--- src/mss_pkg.sv ---
// ----------------------------------------------------------------------------
// mss_pkg - shared types and constants for the multi-stack shared store
// Field widths, operation and status codes, and the command/status bundles
// that join the controller to the datapath.
// ----------------------------------------------------------------------------
`timescale 1ns / 1ps
`default_nettype none

package mss_pkg;

  // Default storage sizes (top-level parameter defaults)
  localparam int CAPACITY_DEF   = 16;
  localparam int MAX_STACKS_DEF = 16;

  // Fixed field widths
  localparam int OP_W      = 2;
  localparam int IDX_W     = 4;
  localparam int DATA_W    = 32;
  localparam int STAT_W    = 2;
  localparam int CFG_W     = 5;
  localparam int CFG_IDX_W = 2;

  // Register reset values
  localparam int NUM_STACKS_RST = 1;
  localparam int TOTAL_SIZE_RST = 16;

  // One quotient bit per divider step
  localparam int DIV_STEPS = CFG_W;
  localparam int DCNT_W    = $clog2(DIV_STEPS + 1);

  // Configuration register indexes
  localparam logic [CFG_IDX_W-1:0] CFG_NUM_STACKS = 2'd0;
  localparam logic [CFG_IDX_W-1:0] CFG_TOTAL_SIZE = 2'd1;

  typedef enum logic [OP_W-1:0] {
    OP_PUSH    = 2'd0,
    OP_POP     = 2'd1,
    OP_DISPLAY = 2'd2,
    OP_NONE    = 2'd3
  } op_t;

  typedef enum logic [STAT_W-1:0] {
    ST_OK        = 2'd0,
    ST_FULL      = 2'd1,
    ST_EMPTY     = 2'd2,
    ST_BAD_INDEX = 2'd3
  } status_t;

  // Source of the result data word
  typedef enum logic [1:0] {
    DSEL_ZERO = 2'd0,
    DSEL_ONES = 2'd1,
    DSEL_MEM  = 2'd2
  } dsel_t;

  // Controller -> datapath
  typedef struct packed {
    logic    load_item;
    logic    cfg_wr;
    logic    div_init;
    logic    div_step;
    logic    div_finish;
    logic    push;
    logic    pop;
    logic    disp_start;
    logic    disp_next;
    logic    emit;
    dsel_t   emit_sel;
    status_t emit_status;
    logic    emit_last;
  } cmd_t;

  // Datapath -> controller
  typedef struct packed {
    op_t  op;
    logic bad;
    logic full;
    logic empty;
    logic disp_last;
    logic div_done;
  } sts_t;

endpackage

`default_nettype wire

--- src/mss_ctrl.sv ---
// ----------------------------------------------------------------------------
// mss_ctrl - operation sequencer
// Decodes each accepted item against the datapath status, steps the
// partition divider after a register write and paces display read-out.
// ----------------------------------------------------------------------------
`timescale 1ns / 1ps
`default_nettype none

module mss_ctrl (
  input  wire logic                           clk,
  input  wire logic                           rst_n,
  input  wire logic                           start,
  input  wire logic                           cfg_valid,
  input  wire logic [mss_pkg::CFG_IDX_W-1:0]  cfg_index,
  input  wire mss_pkg::sts_t                  sts,
  output mss_pkg::cmd_t                       cmd,
  output logic                                busy,
  output logic                                cfg_ready
);

  typedef enum logic [2:0] {
    S_IDLE,
    S_EXEC,
    S_POP_OUT,
    S_DISP,
    S_DIV_INIT,
    S_DIV_STEP
  } state_t;

  state_t state_r;
  state_t state_nxt;

  // Hold state
  always_ff @(posedge clk) begin
    if (!rst_n) begin
      state_r <= S_IDLE;
    end else begin
      state_r <= state_nxt;
    end
  end

  assign busy      = (state_r != S_IDLE);
  assign cfg_ready = (state_r == S_IDLE) && !start;

  // Decode next state and datapath commands
  always_comb begin
    cmd             = '0;
    cmd.emit_sel    = mss_pkg::DSEL_ZERO;
    cmd.emit_status = mss_pkg::ST_OK;
    state_nxt       = state_r;
    case (state_r)
      S_IDLE: begin
        if (start) begin
          cmd.load_item = 1'b1;
          state_nxt     = S_EXEC;
        end else if (cfg_valid) begin
          if ((cfg_index == mss_pkg::CFG_NUM_STACKS) ||
              (cfg_index == mss_pkg::CFG_TOTAL_SIZE)) begin
            cmd.cfg_wr = 1'b1;
            state_nxt  = S_DIV_INIT;
          end
        end
      end
      S_EXEC: begin
        state_nxt = S_IDLE;
        if (sts.op == mss_pkg::OP_NONE) begin
          // reserved code: drop without a result
          state_nxt = S_IDLE;
        end else if (sts.bad) begin
          cmd.emit        = 1'b1;
          cmd.emit_last   = 1'b1;
          cmd.emit_status = mss_pkg::ST_BAD_INDEX;
        end else begin
          case (sts.op)
            mss_pkg::OP_PUSH: begin
              cmd.emit      = 1'b1;
              cmd.emit_last = 1'b1;
              if (sts.full) begin
                cmd.emit_status = mss_pkg::ST_FULL;
              end else begin
                cmd.push = 1'b1;
              end
            end
            mss_pkg::OP_POP: begin
              if (sts.empty) begin
                cmd.emit        = 1'b1;
                cmd.emit_last   = 1'b1;
                cmd.emit_status = mss_pkg::ST_EMPTY;
                cmd.emit_sel    = mss_pkg::DSEL_ONES;
              end else begin
                cmd.pop   = 1'b1;
                state_nxt = S_POP_OUT;
              end
            end
            mss_pkg::OP_DISPLAY: begin
              if (sts.empty) begin
                cmd.emit        = 1'b1;
                cmd.emit_last   = 1'b1;
                cmd.emit_status = mss_pkg::ST_EMPTY;
              end else begin
                cmd.disp_start = 1'b1;
                state_nxt      = S_DISP;
              end
            end
            default: begin
              state_nxt = S_IDLE;
            end
          endcase
        end
      end
      S_POP_OUT: begin
        cmd.emit      = 1'b1;
        cmd.emit_last = 1'b1;
        cmd.emit_sel  = mss_pkg::DSEL_MEM;
        state_nxt     = S_IDLE;
      end
      S_DISP: begin
        // emit the element read last cycle, fetch the next one
        cmd.emit      = 1'b1;
        cmd.emit_sel  = mss_pkg::DSEL_MEM;
        cmd.emit_last = sts.disp_last;
        if (sts.disp_last) begin
          state_nxt = S_IDLE;
        end else begin
          cmd.disp_next = 1'b1;
        end
      end
      S_DIV_INIT: begin
        cmd.div_init = 1'b1;
        state_nxt    = S_DIV_STEP;
      end
      S_DIV_STEP: begin
        if (sts.div_done) begin
          cmd.div_finish = 1'b1;
          state_nxt      = S_IDLE;
        end else begin
          cmd.div_step = 1'b1;
        end
      end
      default: begin
        state_nxt = S_IDLE;
      end
    endcase
  end

endmodule

`default_nettype wire

--- src/mss_datapath.sv ---
// ----------------------------------------------------------------------------
// mss_datapath - element store, fill counters and partition divider
// Holds the configuration, the per-stack fill counts, the shared element
// memory with a registered read port and the result output registers.
// ----------------------------------------------------------------------------
`timescale 1ns / 1ps
`default_nettype none

module mss_datapath #(
  parameter int CAPACITY   = mss_pkg::CAPACITY_DEF,
  parameter int MAX_STACKS = mss_pkg::MAX_STACKS_DEF
) (
  input  wire logic                           clk,
  input  wire logic                           rst_n,
  input  wire logic [mss_pkg::CFG_IDX_W-1:0]  cfg_index,
  input  wire logic [mss_pkg::CFG_W-1:0]      cfg_data,
  input  wire logic [mss_pkg::OP_W-1:0]       in_operation,
  input  wire logic [mss_pkg::IDX_W-1:0]      in_stack_index,
  input  wire logic signed [mss_pkg::DATA_W-1:0] in_push_value,
  input  wire mss_pkg::cmd_t                  cmd,
  output mss_pkg::sts_t                       sts,
  output logic                                out_valid,
  output logic [mss_pkg::STAT_W-1:0]          out_status,
  output logic signed [mss_pkg::DATA_W-1:0]   out_data_out,
  output logic                                out_last
);

  localparam int CW     = mss_pkg::CFG_W;
  localparam int IW     = mss_pkg::IDX_W;
  localparam int DW     = mss_pkg::DATA_W;
  localparam int BASE_W = IW + CW;
  // stack_index reaches only 2**IW stacks
  localparam int NUM_FILL   = (MAX_STACKS < (1 << IW)) ? MAX_STACKS : (1 << IW);
  localparam int FIDX_W     = (NUM_FILL > 1) ? $clog2(NUM_FILL) : 1;
  localparam int FILL_DEPTH = 1 << FIDX_W;
  localparam int ADDR_W     = $clog2(CAPACITY);
  localparam int MEM_DEPTH  = 1 << ADDR_W;
  localparam int TS_RST     = (CAPACITY < mss_pkg::TOTAL_SIZE_RST) ?
                              CAPACITY : mss_pkg::TOTAL_SIZE_RST;
  localparam int NS_RST     = (MAX_STACKS < mss_pkg::NUM_STACKS_RST) ?
                              MAX_STACKS : mss_pkg::NUM_STACKS_RST;
  localparam int SLOTS_RST  = TS_RST / NS_RST;

  // Configuration and partition size
  logic [CW-1:0] num_stacks_r;
  logic [CW-1:0] total_size_r;
  logic [CW-1:0] slots_r;
  logic [CW-1:0] ns_eff;
  logic [CW-1:0] ts_eff;

  // Divider
  logic [CW-1:0]                  div_q_r;
  logic [CW-1:0]                  div_rem_r;
  logic [mss_pkg::DCNT_W-1:0]     div_cnt_r;
  logic [CW:0]                    rem_sh;
  logic                           rem_ge;

  // Fill counts and current item
  logic [CW-1:0]          fill_r [FILL_DEPTH];
  logic [CW-1:0]          fill_cur;
  logic [FIDX_W-1:0]      fidx;
  logic [mss_pkg::OP_W-1:0] op_r;
  logic [IW-1:0]          k_r;
  logic [DW-1:0]          val_r;
  logic [CW-1:0]          idx_r;

  // Element store
  logic [DW-1:0]          mem [MEM_DEPTH];
  logic [DW-1:0]          rdata_r;
  logic [BASE_W-1:0]      base;
  logic [BASE_W-1:0]      addr_push;
  logic [BASE_W-1:0]      addr_rd;
  logic                   rd_en;

  // Output registers
  logic                   out_valid_r;
  logic [mss_pkg::STAT_W-1:0] out_status_r;
  logic [DW-1:0]          out_data_r;
  logic                   out_last_r;

  // Saturate registers against the storage limits
  assign ns_eff = (int'(num_stacks_r) > MAX_STACKS) ? CW'(MAX_STACKS) : num_stacks_r;
  assign ts_eff = (int'(total_size_r) > CAPACITY) ? CW'(CAPACITY) : total_size_r;

  // Current stack view
  assign fidx      = k_r[FIDX_W-1:0];
  assign fill_cur  = fill_r[fidx];
  assign base      = BASE_W'(k_r) * BASE_W'(slots_r);
  assign addr_push = base + BASE_W'(fill_cur);

  always_comb begin
    addr_rd = base;
    if (cmd.pop) begin
      addr_rd = base + BASE_W'(fill_cur) - BASE_W'(1);
    end else if (cmd.disp_next) begin
      addr_rd = base + BASE_W'(idx_r) + BASE_W'(1);
    end
  end
  assign rd_en = cmd.pop | cmd.disp_start | cmd.disp_next;

  // Status to the controller
  assign sts.op        = mss_pkg::op_t'(op_r);
  assign sts.bad       = ({1'b0, k_r} >= ns_eff);
  assign sts.full      = (fill_cur >= slots_r);
  assign sts.empty     = (fill_cur == '0);
  assign sts.disp_last = (CW'(idx_r + CW'(1)) == fill_cur);
  assign sts.div_done  = (div_cnt_r == '0);

  // Restoring divide step: one quotient bit per cycle
  assign rem_sh = {div_rem_r, div_q_r[CW-1]};
  assign rem_ge = (rem_sh >= {1'b0, ns_eff});

  // Hold configuration, partition size and divider control
  always_ff @(posedge clk) begin
    if (!rst_n) begin
      num_stacks_r <= CW'(mss_pkg::NUM_STACKS_RST);
      total_size_r <= CW'(mss_pkg::TOTAL_SIZE_RST);
      slots_r      <= CW'(SLOTS_RST);
      div_cnt_r    <= '0;
    end else begin
      if (cmd.cfg_wr) begin
        if (cfg_index == mss_pkg::CFG_NUM_STACKS) begin
          num_stacks_r <= cfg_data;
        end else begin
          total_size_r <= cfg_data;
        end
      end
      if (cmd.div_init) begin
        div_cnt_r <= mss_pkg::DCNT_W'(mss_pkg::DIV_STEPS);
      end else if (cmd.div_step) begin
        div_cnt_r <= div_cnt_r - mss_pkg::DCNT_W'(1);
      end
      if (cmd.div_finish) begin
        slots_r <= (ns_eff == '0) ? '0 : div_q_r;
      end
    end
  end

  // Advance divider datapath
  always_ff @(posedge clk) begin
    if (cmd.div_init) begin
      div_q_r   <= ts_eff;
      div_rem_r <= '0;
    end else if (cmd.div_step) begin
      div_q_r   <= {div_q_r[CW-2:0], rem_ge};
      div_rem_r <= rem_ge ? CW'(rem_sh - {1'b0, ns_eff}) : rem_sh[CW-1:0];
    end
  end

  // Update fill counts; any register write empties every stack
  always_ff @(posedge clk) begin
    if (!rst_n) begin
      for (int i = 0; i < FILL_DEPTH; i++) begin
        fill_r[i] <= '0;
      end
    end else if (cmd.cfg_wr) begin
      for (int i = 0; i < FILL_DEPTH; i++) begin
        fill_r[i] <= '0;
      end
    end else if (cmd.push) begin
      fill_r[fidx] <= fill_cur + CW'(1);
    end else if (cmd.pop) begin
      fill_r[fidx] <= fill_cur - CW'(1);
    end
  end

  // Capture item and display position
  always_ff @(posedge clk) begin
    if (cmd.load_item) begin
      op_r  <= in_operation;
      k_r   <= in_stack_index;
      val_r <= in_push_value;
    end
    if (cmd.disp_start) begin
      idx_r <= '0;
    end else if (cmd.disp_next) begin
      idx_r <= idx_r + CW'(1);
    end
  end

  // Element store: one write port, one registered read port
  always_ff @(posedge clk) begin
    if (cmd.push) begin
      mem[addr_push[ADDR_W-1:0]] <= val_r;
    end
    if (rd_en) begin
      rdata_r <= mem[addr_rd[ADDR_W-1:0]];
    end
  end

  // Drive result beat
  always_ff @(posedge clk) begin
    if (!rst_n) begin
      out_valid_r <= 1'b0;
    end else begin
      out_valid_r <= cmd.emit;
    end
  end

  always_ff @(posedge clk) begin
    if (cmd.emit) begin
      out_status_r <= cmd.emit_status;
      out_last_r   <= cmd.emit_last;
      case (cmd.emit_sel)
        mss_pkg::DSEL_ONES: out_data_r <= '1;
        mss_pkg::DSEL_MEM:  out_data_r <= rdata_r;
        default:            out_data_r <= '0;
      endcase
    end
  end

  assign out_valid    = out_valid_r;
  assign out_status   = out_status_r;
  assign out_data_out = out_data_r;
  assign out_last     = out_last_r;

endmodule

`default_nettype wire

--- src/multi_stack_shared_store.sv ---
// ----------------------------------------------------------------------------
// multi_stack_shared_store - LIFO stacks in fixed partitions of one store
//
//   channel   ports                                       handshake
//   input     in_operation, in_stack_index, in_push_value start & !busy
//   result    out_status, out_data_out, out_last          out_valid, 1 cycle
//   config    cfg_index, cfg_data                         cfg_valid & cfg_ready
//
// Push, full push, empty pop, empty display and bad index pass through the
// execute state before the next accept; pop adds an output state for the
// registered store read. Display of n elements: n beats, one read and one
// beat per cycle. A register write reruns a bit-serial divider for the
// partition size; busy stays high while it runs. Reset is synchronous; after
// reset every stack is empty. The receiver cannot stall; each beat shows once.
// ----------------------------------------------------------------------------
`timescale 1ns / 1ps
`default_nettype none

module multi_stack_shared_store #(
  parameter int CAPACITY   = mss_pkg::CAPACITY_DEF,
  parameter int MAX_STACKS = mss_pkg::MAX_STACKS_DEF
) (
  input  wire logic                              clk,
  input  wire logic                              rst_n,
  input  wire logic                              start,
  output logic                                   busy,
  input  wire logic [mss_pkg::OP_W-1:0]          in_operation,
  input  wire logic [mss_pkg::IDX_W-1:0]         in_stack_index,
  input  wire logic signed [mss_pkg::DATA_W-1:0] in_push_value,
  output logic                                   out_valid,
  output logic [mss_pkg::STAT_W-1:0]             out_status,
  output logic signed [mss_pkg::DATA_W-1:0]      out_data_out,
  output logic                                   out_last,
  input  wire logic                              cfg_valid,
  output logic                                   cfg_ready,
  input  wire logic [mss_pkg::CFG_IDX_W-1:0]     cfg_index,
  input  wire logic [mss_pkg::CFG_W-1:0]         cfg_data
);

  mss_pkg::cmd_t cmd;
  mss_pkg::sts_t sts;

  // Sequence operations
  mss_ctrl u_ctrl (
    .clk       (clk),
    .rst_n     (rst_n),
    .start     (start),
    .cfg_valid (cfg_valid),
    .cfg_index (cfg_index),
    .sts       (sts),
    .cmd       (cmd),
    .busy      (busy),
    .cfg_ready (cfg_ready)
  );

  // Store, counters and result registers
  mss_datapath #(
    .CAPACITY   (CAPACITY),
    .MAX_STACKS (MAX_STACKS)
  ) u_datapath (
    .clk            (clk),
    .rst_n          (rst_n),
    .cfg_index      (cfg_index),
    .cfg_data       (cfg_data),
    .in_operation   (in_operation),
    .in_stack_index (in_stack_index),
    .in_push_value  (in_push_value),
    .cmd            (cmd),
    .sts            (sts),
    .out_valid      (out_valid),
    .out_status     (out_status),
    .out_data_out   (out_data_out),
    .out_last       (out_last)
  );

endmodule

`default_nettype wire
--- config.mk ---
export PLATFORM = sky130hd
export DESIGN_NAME = multi_stack_shared_store
export DESIGN_NICKNAME = d
export VERILOG_FILES = /design/src/mss_pkg.sv /design/src/mss_ctrl.sv /design/src/mss_datapath.sv /design/src/multi_stack_shared_store.sv
export SDC_FILE = /design/constraint.sdc
export NUM_CORES = 1
export LEC_CHECK = 0
export BUFFER_PORTS_ARGS = -buffer_cell sky130_fd_sc_hd__buf_2
export CAP_MARGIN = 5
export CELL_PAD_IN_SITES_DETAIL_PLACEMENT = 1
export CELL_PAD_IN_SITES_GLOBAL_PLACEMENT = 2
export CORE_MARGIN = 3
export CORE_UTILIZATION = 42
export CTS_CLUSTER_DIAMETER = 120
export CTS_CLUSTER_SIZE = 28
export DETAILED_ROUTE_END_ITERATION = 6
export PLACE_DENSITY_LB_ADDON = 0.1
export SLEW_MARGIN = 10
export SYNTH_ARGS = -nofsm -noshare
export SYNTH_HDL_FRONTEND = slang
export SYNTH_HIERARCHICAL = 1
export SYNTH_SLANG_ARGS = --single-unit
--- constraint.sdc ---
create_clock -name clk -period 5.79 [get_ports clk]
set_clock_uncertainty 0.1 [all_clocks]
set_input_delay 0.579 -clock clk [delete_from_list [all_inputs] [get_ports clk]]
set_output_delay 0.579 -clock clk [all_outputs]
set_load 0.01 [all_outputs]
# Yosys cells after proc, flatten, opt, wreduce, memory -nomap -nowiden
# Memory sizes are Yosys's and may differ from the RTL's. A register that Yosys moved wholly into a read port is not among the register bits.
# Index checks and enable logic that the tools add are counted.
[word_totals]
reg_bits = 110
ram_bits = 592
elab_cells = 178
memories = 2
[memory_table]
columns = ["memory", "depth", "width", "rd", "rd_ports_with_merged_regs", "wr", "line_no", "rtl"]
rows = [
  ["u_datapath.mem", 16, 32, 1, 1, 1, "mss_datapath.sv:68", "logic [DW-1:0] mem [MEM_DEPTH];"],
  ["u_datapath.fill_r", 16, 5, 1, 1, 16, "mss_datapath.sv:59", "logic [CW-1:0] fill_r [FILL_DEPTH];"],
]
[op_classes]
add_sub_neg = 9
n_mul = 1
n_lt_le_gt_ge = 5
n_eq_ne = 16
muxes = 89
bitwise_logic = 22
reduce_logical = 18
[ops]
columns = ["op", "count"]
rows = [
  ["5-bit 2-to-1 mux", 24],
  ["32-bit case mux with 2 select lines", 1],
  ["3-bit 2-to-1 mux", 14],
  ["1-bit 2-to-1 mux", 32],
  ["1-bit bitwise OR", 19],
  ["4-bit 2-to-1 mux", 4],
  ["3-bit case mux with 5 select lines", 1],
  ["2-bit 2-to-1 mux", 6],
  ["6-bit 2-to-1 mux", 2],
  ["3-bit case mux with 2 select lines", 2],
  ["5-bit by 1-bit adder with 5-bit output (second input constant)", 2],
  ["5-bit greater-than comparator (second input constant)", 2],
  ["5-bit zero test", 2],
  ["3-bit case mux with 3 select lines", 1],
  ["4-bit adder", 2],
  ["2-bit by 1-bit == test with 1-bit output (second input constant)", 3],
  ["2-bit == test (second input constant)", 3],
  ["3-bit by 2-bit == test with 1-bit output (second input constant)", 2],
  ["3-bit == test (second input constant)", 2],
  ["6-bit by 5-bit >= comparator with 1-bit output", 1],
  ["3-bit zero test", 2],
  ["3-bit != test (second input constant)", 2],
  ["1-bit case mux with 3 select lines", 2],
  ["2-bit OR reduction", 3],
  ["22 further kinds", 26],
]

# Depth between registers and ports, before layout
# Gate-level depths: netlist of the first run.
[logic_depth]
ltp_word = 14
depth_mapped = 24

# By module
# The synthesis of the first run kept the hierarchy.
[modules_own_cells]
columns = ["mod", "instances", "cells_per_inst", "area_each_um2"]
rows = [
  ["mss_datapath", 1, 1756, 29709.7],
  ["mss_ctrl", 1, 57, 412.9],
]

# Worst setup path after synthesis of the first run
# OpenSTA, ideal clock, no wires.
[synth_path]
path_type = "register to register"
startpoint = "register with a tool-made name"
endpoint = "register u_datapath.out_data_r[0] (netlist: u_datapath/out_data_out[0]), enable pin"
setup_time_ps = 477
t_arrival_ps = 5254
required_time_ps = 5213
setup_slack_ps = -41
path_stages_with_launch = 11
path_buffers = 2
cell_sequence = "dfxtp_1 -> buf_4 -> buf_2 -> mux4_2 -> a22oi_1 -> nand2_1 -> or4_1 -> nor2_1 -> a21o_1 -> a21oi_1 -> o21ai_0"
[synth_rtl]
columns = ["item", "line_no", "rtl"]
rows = [
  ["to (signal assigned)", "mss_datapath.sv:206", "mss_pkg::DSEL_MEM: out_data_r <= rdata_r;"],
  ["to (decl)", "mss_datapath.sv:78", "logic [DW-1:0] out_data_r;"],
]

==> impl_metrics.env, run 1 <==
export IMPL_grt_max_degree=89
export IMPL_worstSetupStartpointType="flop"
export IMPL_dr_pass1_iters=5
export IMPL_worstPathMaxFanout=20
export IMPL_io_buffers=86
export IMPL_cp_slowest_cell="mux4_2"
export IMPL_num_rows=97
export IMPL_setup_viol=0
export IMPL_ys_flop_type="edfxtp_1"
export IMPL_syn_instance_count=1813
export IMPL_die_x_um=274
export IMPL_hold_path_class="in -> reg"
export IMPL_synth_simple_gate_area_share_pct=5.85
export IMPL_antenna_cells=0
export IMPL_wirelength_mm=72.7
export IMPL_antenna_found_initial=0
export IMPL_syn_nets=1907
export IMPL_yosysWarnings=6
export IMPL_hpwl_mm=43.5
export IMPL_antenna_left=0
export IMPL_gp_congestion=0.745
export IMPL_fin_tns_setup_ps=0
export IMPL_syn_area_per_cell_um2=16.6
export IMPL_post_route_drc_count=0
export IMPL_netlist_top_cells_area="edfxtp_1, mux4_2, mux2i_1, a211oi_1, dfxtp_1"
export IMPL_worst_pin_slew_ps=1090
export IMPL_grt_pass1_vias=16800
export IMPL_critical_path_class="reg -> reg"
export IMPL_arrival_ps=5460
export IMPL_die_area_mm2=0.0750
export IMPL_ys_seq_area_share_pct=72.4
export IMPL_synth_xor_area_share_pct=1.06
export IMPL_grt_pass1_wl_mm=110
export IMPL_p_leak_nw=11.2
export IMPL_synth_top_cell_by_area="edfxtp_1"
export IMPL_initial_core_util_pct=42.7
export IMPL_grt_overflow=0
export IMPL_wire_per_inst_um=25.1
export IMPL_synthAdderAreaFrac_pct=1.97
export IMPL_path_cells="buf_4, mux4_2, a22oi_1, nand2_1, inv_1, ha_1, nand2b_1, a21o_1, a21oi_1, nor2b_1, o21ai_0, nand2b_1, nor3b_1, nand3b_1, inv_1, ha_1, a21o_1, a21oi_1, xnor2_1, xnor2_1, buf_4, nor2_1"
export IMPL_synth_area_mux_share_pct=11.4
export IMPL_fill_cells=6687
export IMPL_numClockSinks=738
export IMPL_fin_util_pct=47.4
export IMPL_status="complete, no violations"
export IMPL_synth_area_mm2=0.0301
export IMPL_fin_cells=2894
export IMPL_grtUsageTotal_pct=19.5
export IMPL_htree_levels=1
export IMPL_synth_top_area_share_pct=70.0
export IMPL_synthTopCellsByCount="edfxtp_1, nor2_1, mux2i_1, a21oi_1, a211oi_1"
export IMPL_chipHeight_um=274
export IMPL_max_cap_viol_count=0
export IMPL_async_flop_share_pct=0
export IMPL_slew_headroom_pct=27.0
export IMPL_fmax_mhz=193
export IMPL_required_ps=6060
export IMPL_synthToLayoutAreaGrowth_pct=11.0
export IMPL_grt_setup_unrepaired="no"
export IMPL_clk_pin_slew_ps=110
export IMPL_peakVddDrop_v=0.000217
export IMPL_worstSetupEndpointType="flop"
export IMPL_vias_per_cell=5.49
export IMPL_slew_viol_final=0
export IMPL_ys_ff_latch=738
export IMPL_ctsResizeCount=0
export IMPL_dp_cells=2802
export IMPL_clockRootBuffer="clkbuf_16"
export IMPL_hold_violations=0
export IMPL_cts_buffers=30
export IMPL_vias=15900
export IMPL_nets=2024
export IMPL_synth_compound_area_share_pct=5.47
export IMPL_crit_path_max_incr_delay_ps=560
export IMPL_synth_top_family_by_area="multiplexers"
export IMPL_finalCriticalPeriod_ps=5190
export IMPL_drt_iter0_drc=1339
export IMPL_drive_gt1_share_pct=15.6
export IMPL_power_density_mw_per_mm2=295
export IMPL_synth_edf_count=702
export IMPL_clkLatencyLatePin_ps=640
export IMPL_tritoncts="built"
export IMPL_synth_most_common_cell="edfxtp_1"
export IMPL_core_area_mm2=0.0705
export IMPL_io_pins=87
export IMPL_power_total_mw=9.86
export IMPL_ys_types=60
export IMPL_finalCritPeriodShare_pct=89.6
export IMPL_clk_path_buf_depth=3
==> layout by cell type (no fill, tap or decap), types with 8 or more instances in the layout <==
cell type	Yosys	layout
a211oi_1	101	101
a21o_1	8	8
a21oi_1	109	108
a22oi_1	8	8
buf_12	0	22
buf_2	24	86
buf_4	4	39
clkbuf_1	58	22
clkbuf_16	0	31
dfxtp_1	36	36
dlygate4sd3_1	0	33
edfxtp_1	702	702
ha_1	41	39
inv_1	37	38
mux2i_1	144	144
mux4_2	85	85
nand2_1	63	63
nor2_1	178	161
nor2_4	0	17
nor2b_1	78	78
o21ai_0	12	11
xnor2_1	15	15
xor2_1	11	11
==> where the power goes <==
group	switching, mW	leakage [nW]	internal, mW	total, mW
Clock	1.59	0.425	1.03	2.62
Sequential	0.145	6.77	6.01	6.16
Combinational	0.677	3.98	0.410	1.09
==> through the flow <==
| step | hold WS, ps | cell area [um^2] | setup slack, ps |
|---|---|---|---|
| finish | 62.9 | 33400 | 604 |
| detailed placement | 388 | 32200 | 373 |
| global route | 24.3 | 33400 | 85.7 |
| floorplan | 349 | 30100 | 467 |
| CTS | 27.5 | 33400 | 334 |
| global placement | 376 | 32200 | 496 |
==> critical path, delay by kind of cell (launching register included) <==
kind	cells	cell delay, ps
AO/OA/AOI/OAI	6	1080
XOR/XNOR	2	310
adder cells (fa/ha/maj)	2	590
buffers and inverters	4	890
flip-flops	1	340
multiplexers	1	560
AND/OR/NAND/NOR	7	1040
==> metal layers <==
layer / up-vias / part of all wire (%) / track usage, % / routed length (um)
li1: 7185 / - / - / -
met2: 179 / 49 / 32.7 / 35300
met3: 47 / 2.4 / 1.68 / 1770
met1: 8477 / 48 / 28.6 / 34500
met4: 0 / 1.4 / 2.88 / 1050
met5: - / 0 / 0 / 0
==> final cells by class <==
type                            count  area (um^2)  share of cell area (%)
Sequential cell                   738        21800                    65.2
Multi-Input combinational cell    942         7940                    23.7
Timing Repair Buffer              180         1490                    4.47
Tap cell                          940         1180                    3.52
Clock buffer                       53          858                    2.57
Inverter                           38          143                   0.427
Clock inverter                      3         25.0                  0.0748
==> repair_timing <==
item / 4_1_cts / 5_1_grt
buffers inserted: 0 / 3
setup endpoints to repair: 0 / 19
endpoints found under the hold margin: 33 / 0
hold buffers: 33 / 0
==> registers in the layout, summed over array words and instances (netlist names), 2 cells and up, named ones only <==
name,flops
u_ctrl/state_r,3
u_datapath/div_rem_r,5
u_datapath/fill_r,80
u_datapath/out_data_out,32
u_datapath/op_r,2
u_datapath/div_q_r,5
u_datapath/out_status,2
u_datapath/mem,512
u_datapath/num_stacks_r,5
u_datapath/rdata_r,32
u_datapath/val_r,32
u_datapath/total_size_r,5
u_datapath/div_cnt_r,3
u_datapath/fidx,4
u_datapath/idx_r,5
u_datapath/slots_r,5
==> logic make-up after synthesis <==
logic type                 after synthesis
and+or+nand+nor                        374
adders and majority gates               45
xor gates and xnor gates                30
DFF                                    738
AOI/OAI and AO/OA                      259
buffers and inverters                  133
muxes                                  234
==> path summary, 6_finish.rpt <==
check / depth (start not counted) / to / start / slack (ps)
max: 22 / u_datapath/fill_r[13][4] / flop / 600
min: 1 / u_datapath/val_r[16] / in_push_value[16] / 60
max reg2reg: 22 / u_datapath/fill_r[13][4] / flop / 600
min reg2reg: 2 / u_datapath/div_cnt_r[1] / u_datapath/div_cnt_r[1] / 400
No activity file was read; power rests on OpenSTA's default activity.
==> inputs of run 2 (changes only) <==
- HOLD_SLACK_MARGIN: not set -> 0.1
==> run 2 against run 1 <==
  * Critical path depth did not move
  * Fmax barely moved
  * Clock power barely moved
  * Sequential cell count did not move
  * Combinational power barely moved
  * First-iteration DRC count fell by 2.2%
  * Power barely moved
  * Largest power group unchanged
  * Clock-buffer cell count did not move
  * Utilization rose by 0.17 points
  * Sequential share of layout area fell by 0.23 points
  * Setup slack got worse by 2.8 ps
==> impl_metrics.env, run 2 (same netlist as run 1, synthesis figures left out) <==
export IMPL_status="complete, no violations"
export IMPL_post_route_drc_count=0
export IMPL_wirelength_mm=72.7
export IMPL_crit_buf_inv=4
export IMPL_layout_commonest_cell="edfxtp_1"
export IMPL_top_layer="met4"
export IMPL_max_cap_viol_count=0
export IMPL_clk_path_buf_depth=3
export IMPL_post_dp_cell_area_mm2=0.0322
export IMPL_io_pins=87
export IMPL_grt_max_degree=89
export IMPL_vias=15900
export IMPL_cp_slowest_cell="mux4_2"
export IMPL_tritoncts="built"
export IMPL_antenna_found_initial=0
export IMPL_route_met3_wl_mm=1.61
export IMPL_arrival_ps=5460
export IMPL_grt_pass1_wl_mm=110
export IMPL_power_total_mw=9.87
export IMPL_required_ps=6060
export IMPL_slew_viol_final=0
export IMPL_fmax_mhz=193
export IMPL_initial_core_util_pct=42.7
export IMPL_hold_violations=0
export IMPL_drive_gt1_share_pct=15.5
export IMPL_pre_cts_ws_ps=373
export IMPL_nets=2036
export IMPL_clk_pin_slew_ps=110
export IMPL_die_x_um=274
export IMPL_hold_path_class="in -> reg"
export IMPL_grtUsageTotal_pct=19.6
export IMPL_peakVddDrop_v=0.000217
export IMPL_worstSetupStartpointType="flop"
export IMPL_wl_met1_mm=34.5
export IMPL_path_cells="buf_4, mux4_2, a22oi_1, nand2_1, inv_1, ha_1, nand2b_1, a21o_1, a21oi_1, nor2b_1, o21ai_0, nand2b_1, nor3b_1, nand3b_1, inv_1, ha_1, a21o_1, a21oi_1, xnor2_1, xnor2_1, buf_4, nor2_1"
export IMPL_antenna_left=0
export IMPL_grt_pass1_vias=16800
export IMPL_fin_cells=2906
export IMPL_setup_slack_ps=601
export IMPL_chipHeight_um=274
export IMPL_wl_met2_mm=35.5
export IMPL_clkLatencyLatePin_ps=640
export IMPL_cts_buffers=30
export IMPL_power_density_mw_per_mm2=294
export IMPL_postLayoutCellArea_mm2=0.0336
export IMPL_htree_levels=1
export IMPL_finalCriticalPeriod_ps=5190
export IMPL_wire_per_inst_um=25.0
export IMPL_setup_viol=0
export IMPL_hpwl_mm=43.5
export IMPL_worstPathMaxFanout=20
export IMPL_layout_common_cells="edfxtp_1, nor2_1, mux2i_1"
export IMPL_cpLargestDelayFamily="compound AO/OA/AOI/OAI gates"
export IMPL_grt_setup_unrepaired="no"
export IMPL_worstSetupEndpointType="flop"
export IMPL_finalCritPeriodShare_pct=89.6
export IMPL_antenna_cells=0
export IMPL_numClockSinks=738
export IMPL_num_rows=97
export IMPL_fin_tns_setup_ps=0
export IMPL_core_area_mm2=0.0705
export IMPL_clockRootBuffer="clkbuf_16"
export IMPL_dr_pass1_iters=5
export IMPL_ctsResizeCount=0
export IMPL_slew_headroom_pct=27.4
export IMPL_largest_reg_flops=512
export IMPL_io_buffers=86
export IMPL_crit_path_max_incr_delay_ps=560
export IMPL_p_leak_nw=11.2
export IMPL_vias_per_cell=5.48
export IMPL_drt_iter0_drc=1310
export IMPL_grt_overflow=0
export IMPL_die_area_mm2=0.0750
export IMPL_holdWs_ps=153
export IMPL_worst_pin_slew_ps=1080
export IMPL_fin_util_pct=47.6
export IMPL_gp_congestion=0.745
export IMPL_critical_path_class="reg -> reg"
export IMPL_dp_cells=2802
export IMPL_synthToLayoutAreaGrowth_pct=11.4
## run 2: final timing paths
check,startpoint,to,slack [ps],cells past startpoint
hold reg to reg,u_datapath/div_cnt_r[1],u_datapath/div_cnt_r[1],390,2
hold / removal,rst_n,u_datapath/slots_r[4],150,2
setup reg to reg,flop,u_datapath/fill_r[13][4],600,22
setup / recovery,flop,u_datapath/fill_r[13][4],600,22
## run 2: metal layers
metal	global-route usage [%]	up-vias
met2	32.8	156
met5	0	-
met3	1.68	47
met4	2.88	0
met1	28.6	8520
li1	-	7212
## run 2: final cells by class
cell class	count	area, um^2
clock buffer	53	858
clock inverter	3	25.0
fill	6685	37000
inverter	38	143
multi-input combinational	942	7940
sequential	738	21800
tap	940	1180
timing repair buffer	192	1610
## run 2: timing repair
| action | 4_1_cts | 5_1_grt |
|---|---|---|
| endpoints found under the hold margin | 52 | 0 |
| endpoints found under the setup margin | 0 | 19 |
| buffers inserted | 0 | 3 |
| hold buffers | 45 | 0 |
## run 2: where the power goes
part           internal (mW)  total (mW)  switching, mW
clock                   1.03        2.62           1.59
sequential              6.01        6.16          0.145
combinational          0.415        1.09          0.677
total                   7.45        9.87           2.41
## run 2: worst register-to-register path, delay by kind of cell (launching register included)
family | cells | cell delay, ps
adders and majority gates | 2 | 590
AOI/OAI and AO/OA | 6 | 1090
and+or+nand+nor | 7 | 1040
xor gates and xnor gates | 2 | 310
muxes | 1 | 560
buffers and inverters | 4 | 890
DFF | 1 | 340
==> inputs of run 3 (changes only) <==
- GPL_TIMING_DRIVEN: not set -> 0
- clock period: 5.79 -> 4.67 ns (I/O delays scaled with it)
==> run 3 against run 2 <==
  * The flow now finishes with violations (negative setup slack)
  * Setup slack got worse by 990 ps
  * Die area did not move
  * Sequential share of layout area fell by 5.2 points
  * Worst hold slack improved by 60 ps
  * First-iteration DRC count fell by 4.3%
==> impl_metrics.env, run 3 (same netlist as run 1, synthesis figures left out) <==
export IMPL_grt_setup_unrepaired="yes"
export IMPL_vias=16800
export IMPL_drt_iter0_drc=1254
export IMPL_clockPowerShare_pct=25.1
export IMPL_worstSetupStartpointType="flop"
export IMPL_htree_levels=1
export IMPL_vias_per_cell=5.51
export IMPL_numClockSinks=738
export IMPL_path_common_cell="mux4_2"
export IMPL_intPower_mw=9.55
export IMPL_reg2reg_depth=17
export IMPL_tritoncts="built"
export IMPL_slew_viol_final=0
export IMPL_clkLatencyLatePin_ps=640
export IMPL_gp_congestion=0.785
export IMPL_cp_slowest_cell="mux4_2"
export IMPL_path_cells="buf_4, buf_4, mux4_2, mux4_2, buf_6, xor2_2, a211oi_2, and4bb_2, buf_6, nor2b_4, o31ai_4, buf_12, clkbuf_16, buf_16, mux4_2, mux2i_4, mux2i_4"
export IMPL_arrival_ps=5330
export IMPL_grt_overflow=0
export IMPL_power_switching_share_pct=25.4
export IMPL_finalCriticalPeriod_ps=5050
export IMPL_crit_buf_inv=7
export IMPL_worstHoldStart="cfg_index[0]"
export IMPL_power_frac_seq_pct=59.6
export IMPL_dr_pass1_iters=5
export IMPL_grtUsageTotal_pct=21.8
export IMPL_fill_cells=6570
export IMPL_p_sw_mw=3.25
export IMPL_worstSetupEndpointType="flop"
export IMPL_required_ps=4950
export IMPL_crit_path_max_incr_delay_ps=620
export IMPL_max_cap_viol_count=0
export IMPL_p_leak_nw=12.4
export IMPL_io_pins=87
export IMPL_peakVddDrop_v=0.000273
export IMPL_failed_checks="negative setup slack"
export IMPL_slew_headroom_pct=14.6
export IMPL_clockRootBuffer="clkbuf_16"
export IMPL_fin_util_pct=51.7
export IMPL_clk_pin_slew_ps=110
export IMPL_setup_viol=74
export IMPL_grt_max_degree=30
export IMPL_cpLargestDelayFamily="multiplexers"
export IMPL_post_route_drc_count=0
export IMPL_wirelength_mm=82.6
export IMPL_power_total_mw=12.8
export IMPL_die_area_mm2=0.0750
export IMPL_clk_path_buf_depth=3
export IMPL_wire_per_inst_um=27.0
export IMPL_finalCritPeriodShare_pct=108
export IMPL_grt_pass1_wl_mm=120
export IMPL_combPwrFrac_pct=15.3
export IMPL_io_buffers=86
export IMPL_antenna_cells=0
export IMPL_rrSetupSlack_ps=-380
export IMPL_hold_path_class="in -> reg"
export IMPL_core_area_mm2=0.0705
export IMPL_antenna_left=0
export IMPL_power_density_mw_per_mm2=351
export IMPL_setup_slack_ps=-385
export IMPL_initial_core_util_pct=42.7
export IMPL_min_to="u_datapath/num_stacks_r[2]"
export IMPL_drive_gt1_share_pct=27.8
export IMPL_critical_path_class="reg -> reg"
export IMPL_fin_cells=3055
export IMPL_grt_pass1_vias=17800
export IMPL_hpwl_mm=54.2
export IMPL_hold_violations=0
export IMPL_fmax_mhz=198
export IMPL_hold_path_cell_count=4
export IMPL_die_x_um=274
export IMPL_cts_buffers=30
export IMPL_layout_commonest_cell="edfxtp_1"
export IMPL_largest_reg_flops=512
export IMPL_antenna_found_initial=0
export IMPL_synthToLayoutAreaGrowth_pct=21.0
export IMPL_worstPathMaxFanout=10
export IMPL_layout_common_cells="edfxtp_1, nor2_1, mux2i_1"
export IMPL_num_rows=97
export IMPL_nets=2196
export IMPL_chipHeight_um=274
export IMPL_fin_tns_setup_ps=-18440
export IMPL_worst_pin_slew_ps=1280
export IMPL_holdWs_ps=214
export IMPL_dp_cells=2866
export IMPL_worstReg2RegEnd="u_datapath/rdata_r[23]"
export IMPL_status="complete, but fails checks"
==> run 3: cell count changes in the layout (fill, tap and decap cells not counted), sizes merged <==
cell,change
dlygate4sd3,+2
buf,+101
inv,-2
clkinvlp,+1
clkbuf,+47
==> run 3: power groups by stage <==
stage | clock network [mW] | logic (mW) | registers [mW]
floorplan | 0 | 0.913 | 7.71
global placement | 0 | 1.35 | 7.77
detailed placement | 0 | 1.42 | 7.78
CTS | 3.32 | 1.81 | 7.63
global route | 3.55 | 2.10 | 7.66
finish | 3.22 | 1.96 | 7.63
==> run 3: final cells by class <==
class	instances	area, um^2	share of cell area (%)
Inverter	38	154	0.422
Buffer	94	988	2.71
Tap cell	940	1180	3.23
Sequential cell	738	21800	59.8
Clock buffer	43	821	2.25
Multi-Input combinational cell	942	8680	23.8
Timing Repair Buffer	258	2820	7.72
Clock inverter	2	25.0	0.0686
==> run 3: how the worst max path moves through the flow <==
stage	from	to	slack, ps	cells after the start
2_1_floorplan	flop	u_datapath/fill_r[3][3]	3	23
5_1_grt	flop	u_datapath/fill_r[6][4]	-500	22
4_1_cts	flop	u_datapath/rdata_r[10]	-330	19
3_3_place_gp	flop	u_datapath/rdata_r[21]	-2440	20
6_report	flop	u_datapath/rdata_r[23]	-380	17
3_5_place_dp	flop	u_datapath/rdata_r[21]	-2540	20
==> run 3: repair_timing <==
item | in CTS | in global routing
hold endpoints to repair | 56 | 0
hold buffers | 47 | 0
pin swaps | 53 | 27
setup endpoints to repair | 776 | 424
gates cloned | 6 | 7
buffers inserted | 67 | 22
resized for setup | 240 | 135
==> run 3: metal layers <==
| metal | vias to the layer above | global-route usage (%) | share of wire (%) |
|---|---|---|---|
| li1 | 7540 | - | - |
| met1 | 8895 | 30.1 | 44 |
| met2 | 311 | 37.7 | 50 |
| met3 | 75 | 2.16 | 3.7 |
| met4 | 0 | 4.71 | 2.5 |
| met5 | - | 0 | 0 |
==> run 3: tightest hold or removal path: stages <==
cell,delay [ps]
buf_2,90
nor3b_1,140
mux2i_1,160
nor2_1,70
==> run 3: metrics by stage <==
| stage | area [um^2] | worst slack [ps] |
|---|---|---|
| floorplan | 30300 | 2.93 |
| global placement | 31900 | -2440 |
| detailed placement | 32600 | -2540 |
| CTS | 35600 | -330 |
| global route | 36500 | -503 |
| finish | 36500 | -385 |
